--- config.mk ---
export PLATFORM = sky130hd
export DESIGN_NAME = htcm_sha
export DESIGN_NICKNAME = d
export VERILOG_FILES = /design/src/design/hmac_transport_code_matcher_defines.svh /design/src/design/htcm_pkg.sv /design/src/design/htcm_sha.sv
export SDC_FILE = /design/constraint.sdc
export NUM_CORES = 2
export LEC_CHECK = 0
export BUFFER_PORTS_ARGS = -buffer_cell sky130_fd_sc_hd__buf_4
export CORE_MARGIN = 2
export CORE_UTILIZATION = 33
export CTS_CLUSTER_SIZE = 14
export DETAILED_ROUTE_END_ITERATION = 8
export GPL_TIMING_DRIVEN = 0
export SYNTH_ARGS = -nofsm -noshare
export SYNTH_HDL_FRONTEND = slang
export SYNTH_SLANG_ARGS = --single-unit
--- constraint.sdc ---
create_clock -name i_clk -period 26 [get_ports i_clk]
set_input_delay 3.9 -clock i_clk [delete_from_list [all_inputs] [get_ports i_clk]]
set_output_delay 3.9 -clock i_clk [all_outputs]
set_load 0.01 [all_outputs]
--- src/design/hmac_transport_code_matcher_defines.svh ---
// Assertion macros shared by the transport code matcher.
`ifndef HMAC_TRANSPORT_CODE_MATCHER_DEFINES_SVH
`define HMAC_TRANSPORT_CODE_MATCHER_DEFINES_SVH

// A condition that holds at every clock edge out of reset.
`define HTCM_ASSERT_ALWAYS(lbl, clk, rst_n, cond, msg) \
    lbl: assert property (@(posedge clk) disable iff (!rst_n) (cond)) else $error(msg);

// A condition that implies another one on the following clock edge.
`define HTCM_ASSERT_NEXT(lbl, clk, rst_n, pre, post, msg) \
    lbl: assert property (@(posedge clk) disable iff (!rst_n) (pre) |=> (post)) else $error(msg);

`endif

--- src/design/htcm_pkg.sv ---
// Types, constants and SHA-256 helper functions of the transport code matcher.
package htcm_pkg;

    localparam int TABLE_ENTRIES_DEF = 64;
    localparam int MAX_PAYLOAD_DEF   = 255;

    localparam logic CMD_LEARN = 1'b0;
    localparam logic CMD_BYTE  = 1'b1;

    localparam logic KIND_LEARN  = 1'b0;
    localparam logic KIND_LOOKUP = 1'b1;

    localparam logic [1:0] LEARN_INSERTED = 2'd0;
    localparam logic [1:0] LEARN_KNOWN    = 2'd1;
    localparam logic [1:0] LEARN_FULL     = 2'd2;

    localparam logic [7:0]  IPAD_BYTE  = 8'h36;
    localparam logic [7:0]  OPAD_BYTE  = 8'h5c;
    localparam logic [7:0]  PAD_MARK   = 8'h80;
    localparam logic [15:0] CODE_ALL1  = 16'hFFFF;
    localparam logic [15:0] CODE_CLAMP = 16'hFFFE;
    localparam int          DIGEST_BITS = 768;

    localparam logic [255:0] SHA_INIT = {
        32'h6a09e667, 32'hbb67ae85, 32'h3c6ef372, 32'ha54ff53a,
        32'h510e527f, 32'h9b05688c, 32'h1f83d9ab, 32'h5be0cd19
    };

    localparam logic [31:0] ROUND_K [64] = '{
        32'h428a2f98, 32'h71374491, 32'hb5c0fbcf, 32'he9b5dba5,
        32'h3956c25b, 32'h59f111f1, 32'h923f82a4, 32'hab1c5ed5,
        32'hd807aa98, 32'h12835b01, 32'h243185be, 32'h550c7dc3,
        32'h72be5d74, 32'h80deb1fe, 32'h9bdc06a7, 32'hc19bf174,
        32'he49b69c1, 32'hefbe4786, 32'h0fc19dc6, 32'h240ca1cc,
        32'h2de92c6f, 32'h4a7484aa, 32'h5cb0a9dc, 32'h76f988da,
        32'h983e5152, 32'ha831c66d, 32'hb00327c8, 32'hbf597fc7,
        32'hc6e00bf3, 32'hd5a79147, 32'h06ca6351, 32'h14292967,
        32'h27b70a85, 32'h2e1b2138, 32'h4d2c6dfc, 32'h53380d13,
        32'h650a7354, 32'h766a0abb, 32'h81c2c92e, 32'h92722c85,
        32'ha2bfe8a1, 32'ha81a664b, 32'hc24b8b70, 32'hc76c51a3,
        32'hd192e819, 32'hd6990624, 32'hf40e3585, 32'h106aa070,
        32'h19a4c116, 32'h1e376c08, 32'h2748774c, 32'h34b0bcb5,
        32'h391c0cb3, 32'h4ed8aa4a, 32'h5b9cca4f, 32'h682e6ff3,
        32'h748f82ee, 32'h78a5636f, 32'h84c87814, 32'h8cc70208,
        32'h90befffa, 32'ha4506ceb, 32'hbef9a3f7, 32'hc67178f2
    };

    typedef struct packed {
        logic        cmd;
        logic [63:0] key_high;
        logic [63:0] key_low;
        logic [15:0] name_tag;
        logic [7:0]  data_byte;
        logic        last_byte;
        logic [15:0] code;
    } t_in_beat;

    typedef struct packed {
        logic        result_kind;
        logic [1:0]  learn_status;
        logic        matched;
        logic [5:0]  match_index;
        logic [15:0] matched_tag;
    } t_out_beat;

    function automatic logic [31:0] f_ep0(input logic [31:0] x);
        return {x[1:0], x[31:2]} ^ {x[12:0], x[31:13]} ^ {x[21:0], x[31:22]};
    endfunction

    function automatic logic [31:0] f_ep1(input logic [31:0] x);
        return {x[5:0], x[31:6]} ^ {x[10:0], x[31:11]} ^ {x[24:0], x[31:25]};
    endfunction

    function automatic logic [31:0] f_ss0(input logic [31:0] x);
        return {x[6:0], x[31:7]} ^ {x[17:0], x[31:18]} ^ {3'b000, x[31:3]};
    endfunction

    function automatic logic [31:0] f_ss1(input logic [31:0] x);
        return {x[16:0], x[31:17]} ^ {x[18:0], x[31:19]} ^ {10'b0, x[31:10]};
    endfunction

endpackage

--- src/design/htcm_sha.sv ---
// SHA-256 compression unit: one round per cycle over a 512-bit block.
module htcm_sha
    import htcm_pkg::*;
(
    input  logic         i_clk,
    input  logic         i_rst_n,
    input  logic         i_start,
    input  logic [511:0] i_block,
    input  logic [255:0] i_h,
    output logic         o_done,
    output logic [255:0] o_h
);

    logic [31:0]  r_w [16];
    logic [31:0]  r_v [8];
    logic [255:0] r_hin;
    logic [255:0] r_hout;
    logic [5:0]   r_round;
    logic         r_busy;
    logic         r_done;

    logic [31:0] t1;
    logic [31:0] t2;
    logic [31:0] w_new;
    logic [31:0] n_v [8];

    always_comb begin
        t1 = r_v[7] + f_ep1(r_v[4]) + ((r_v[4] & r_v[5]) ^ (~r_v[4] & r_v[6]))
           + ROUND_K[r_round] + r_w[0];
        t2 = f_ep0(r_v[0]) + ((r_v[0] & r_v[1]) ^ (r_v[0] & r_v[2]) ^ (r_v[1] & r_v[2]));
        w_new = r_w[0] + f_ss0(r_w[1]) + r_w[9] + f_ss1(r_w[14]);
        n_v[0] = t1 + t2;
        n_v[1] = r_v[0];
        n_v[2] = r_v[1];
        n_v[3] = r_v[2];
        n_v[4] = r_v[3] + t1;
        n_v[5] = r_v[4];
        n_v[6] = r_v[5];
        n_v[7] = r_v[6];
    end

    always_ff @(posedge i_clk) begin
        if (!i_rst_n) begin
            r_busy  <= 1'b0;
            r_done  <= 1'b0;
            r_round <= '0;
        end else begin
            r_done <= 1'b0;
            if (i_start && !r_busy) begin
                r_busy  <= 1'b1;
                r_round <= '0;
                r_hin   <= i_h;
                for (int i = 0; i < 16; i++) begin
                    r_w[i] <= i_block[511 - 32 * i -: 32];
                end
                for (int i = 0; i < 8; i++) begin
                    r_v[i] <= i_h[255 - 32 * i -: 32];
                end
            end else if (r_busy) begin
                for (int i = 0; i < 15; i++) begin
                    r_w[i] <= r_w[i + 1];
                end
                r_w[15] <= w_new;
                for (int i = 0; i < 8; i++) begin
                    r_v[i] <= n_v[i];
                end
                r_round <= r_round + 6'd1;
                if (r_round == 6'd63) begin
                    r_busy <= 1'b0;
                    r_done <= 1'b1;
                    for (int i = 0; i < 8; i++) begin
                        r_hout[255 - 32 * i -: 32] <= r_hin[255 - 32 * i -: 32] + n_v[i];
                    end
                end
            end
        end
    end

    assign o_done = r_done;
    assign o_h    = r_hout;

endmodule

==> impl_metrics.yaml <==
yosys:
  synth_area_per_cell_um2: 12.0
  dominantRegCellSynth: "edfxtp_1"
  ys_seq_area_share_pct: 51.4
  yosysWarnings: 0
  synth_area_leaders: "edfxtp_1 51%, mux2_2 7.8%, ha_1 6.6%"
  synth_nets: 7645
  synthArstFlopShare_pct: 0
  syn-instance-count: 6283
  yosys.area.top_type: "edfxtp_1"
  synth_edf_count: 1280
  ys_types: 87
  synthesis.area_um2: 75200
  ys_ff_latch: 1288
  synth_top_area_share_pct: 51.1
route:
  first_pass_iters: 6
  wl_um: 334000
  drt-initial-drc-count: 5409
  drc: 0
  viasPerCell: 5.29
  vias: 56769
  wl_per_cell_um: 31.2
  ant_nets: 0
timing:
  post-route-min-period_ns: 13.92
  finalCritPeriodShare_pct: 53.5
  tns_ns: 0
  worst_clock_skew_ns: 0.0487
  rsz0062_at_grt: "no"
  finalMaxSlewViolations: 0
  relSlewSlack_pct: 0.709
  fmax_ghz: 0.0719
  hold_violations: 0
  setup_viol: 0
  worst_slew_pin_slew_ns: 1.48
cts:
  numCtsBuffers: 154
  clock_sinks: 1288
  cts-htree-levels: 4
  cts_root_buf: "clkbuf_16"
  postCtsHoldBufs: 0
  cts_tree: "done"
  cts-resized-gates: 0
  clock_path_buffers: 3
  path_clk_slew_ns: 0.06
  cts_setup_buffers: 0
  clkLatencyLatePin_ns: 0.83
outcome:
  violations: "max-capacitance violations"
  status: "complete, but fails checks"
cells_and_area:
  areaGrowthSynthToFinish_pct: 23.2
  layout-drive-gt1-share_pct: 24.3
  fin_nets: 8872
  nFillCells: 21718
placement:
  portBuffers: 1027
  hpwlAfterDp_um: 277000
  gp_congestion: 0.991
critical_path:
  required_ns: 26.58
  startpoint_type: "flip-flop"
  r2r-start: "r_round[0]"
  r2r_slack_ns: 12.08
  slowest_stage: "nor4_1"
  path_class: "reg -> reg"
  slowest_delay_ns: 0.95
  crit_top_cell: "a21oi_1"
  worst-path-max-fanout: 15
  cp.arrival_ns: 14.50
  reg2reg_depth: 44
  endpoint_kind: "flip-flop"
  r2r_end: "o_h[254]"
floorplanning:
  coreArea_um2: 227000
  dieArea_um2: 232000
  start_util_pct: 33.1
  placementRows: 175
  ios: 1028
  dieHeight_um: 481
  die_w_um: 481
worst_hold_path:
  hold_class: "reg -> reg"
  whs_endpoint: "r_w[0][470]"
  hp-start: "r_w[0][502]"
  min_delay_path_depth: 2
global_route:
  grt_pass1_vias: 56616
  track_usage_pct: 28.0
  overflow: 0
  grt_max_degree: 69
  antenna_found_initial: 93
  grt_pass1_wl_um: 448000
job:
  drv_cap: 1
## placed cells by master, fill, tap and decap left out, types with 44 or more instances in the layout
cell	synthesis	layout
nand2_1	901	900
inv_1	297	297
diode_2	0	80
nand3_1	86	86
o21ai_0	229	229
a21o_1	195	195
nand2b_1	61	61
o21a_1	60	60
ha_1	396	396
xnor2_1	455	455
nor3_1	62	61
xor2_1	141	141
fa_1	195	195
edfxtp_1	1280	1280
clkbuf_1	214	246
a211oi_1	45	45
nor2b_1	44	44
nor2_1	230	230
a21oi_1	364	364
clkbuf_16	0	155
buf_4	0	1029
mux2_2	522	522
## registers in the layout, indices dropped and copies added, names as in the netlist
signal and count:
r_hin 256, r_round 6, o_h 256, r_v 256, r_w 512, o_done 1
r_busy 1
## stage by stage
step                util (%)  hold WS [ns]  std cells  setup WS, ns  instance area [µm²]
floorplan                  -         0.491       6283          2.82                75200
global placement        38.2         0.499      10319        -11.93                86600
detailed placement      38.5         0.502      10363         12.35                87400
CTS                     40.7         0.517      10645         12.34                92400
global route            40.8         0.534      10703         11.64                92500
finish                  40.8         0.518      10725         12.08                92600
## synth_stat cells (all sizes together) (8+ instances only)
library cell	number
a311oi	9
nand4	13
or3	22
o31ai	16
and3	34
a21boi	14
nor2	230
nand2b	61
a211oi	49
o21bai	43
o21a	60
mux2i	16
o311ai	9
nor4	11
ha	396
xor2	141
buf	15
nand2	901
dfxtp	8
a21oi	368
a211o	9
o211ai	28
and2	16
o31a	9
nand3	86
a221o	8
nor2b	44
a22oi	8
xnor2	455
or2	11
o21ai	259
fa	195
a21o	195
o22ai	15
edfxtp	1280
clkbuf	214
inv	298
a41oi	8
a31oi	39
mux2	523
nor3	62
## worst max-delay path by stage
stage                     from          to  slack [ns]  cells past startpoint
floorplan              i_rst_n      o_h[0]        2.82                      5
global placement       i_rst_n  r_w[0][31]      -11.93                      6
detailed placement  r_round[0]    o_h[254]       12.35                     44
CTS                 r_round[0]    o_h[254]       12.34                     44
global route        r_round[0]    o_h[254]       11.64                     44
finish              r_round[0]    o_h[254]       12.08                     44
## final cells by class
type | instances | area (µm²) | area share [%]
clock inverter | 88 | 922 | 0.996
inverter | 301 | 1130 | 1.22
antenna | 80 | 200 | 0.216
tap | 3009 | 3760 | 4.07
timing repair buffer | 1071 | 8490 | 9.17
multi-input combinational | 4465 | 34600 | 37.4
buffer | 229 | 871 | 0.941
sequential | 1288 | 38600 | 41.7
clock buffer | 194 | 4030 | 4.35
## routing by layer
layer	up-vias	global-route usage, %	share of wire (%)
met3	523	6.39	7.7
met5	-	0	0.078
met4	42	15.9	5.8
met2	2507	47.4	49
li1	25325	-	-
met1	28372	32.6	37
## cell families after synthesis
logic type	Yosys count	synth area share [%]
compound gates	1216	10.3
xor+xnor	597	6.98
fa+ha+maj	596	11.9
buf+inv	530	2.65
flops	1288	51.4
mux	544	8.20
simple gates	1512	8.63
## critical path, delay by kind of cell, from the launching register on
family,cells,cell delay [ns]
AND/OR/NAND/NOR,6,1.82
XOR/XNOR,3,0.76
flip-flops,1,0.78
AO/OA/AOI/OAI,21,5.05
adder cells (fa/ha/maj),8,3.56
buffers and inverters,6,1.67
Power is left out: the tool's default activity adds up to more than one toggle a clock period on the data nets, which glitch-free logic cannot reach.
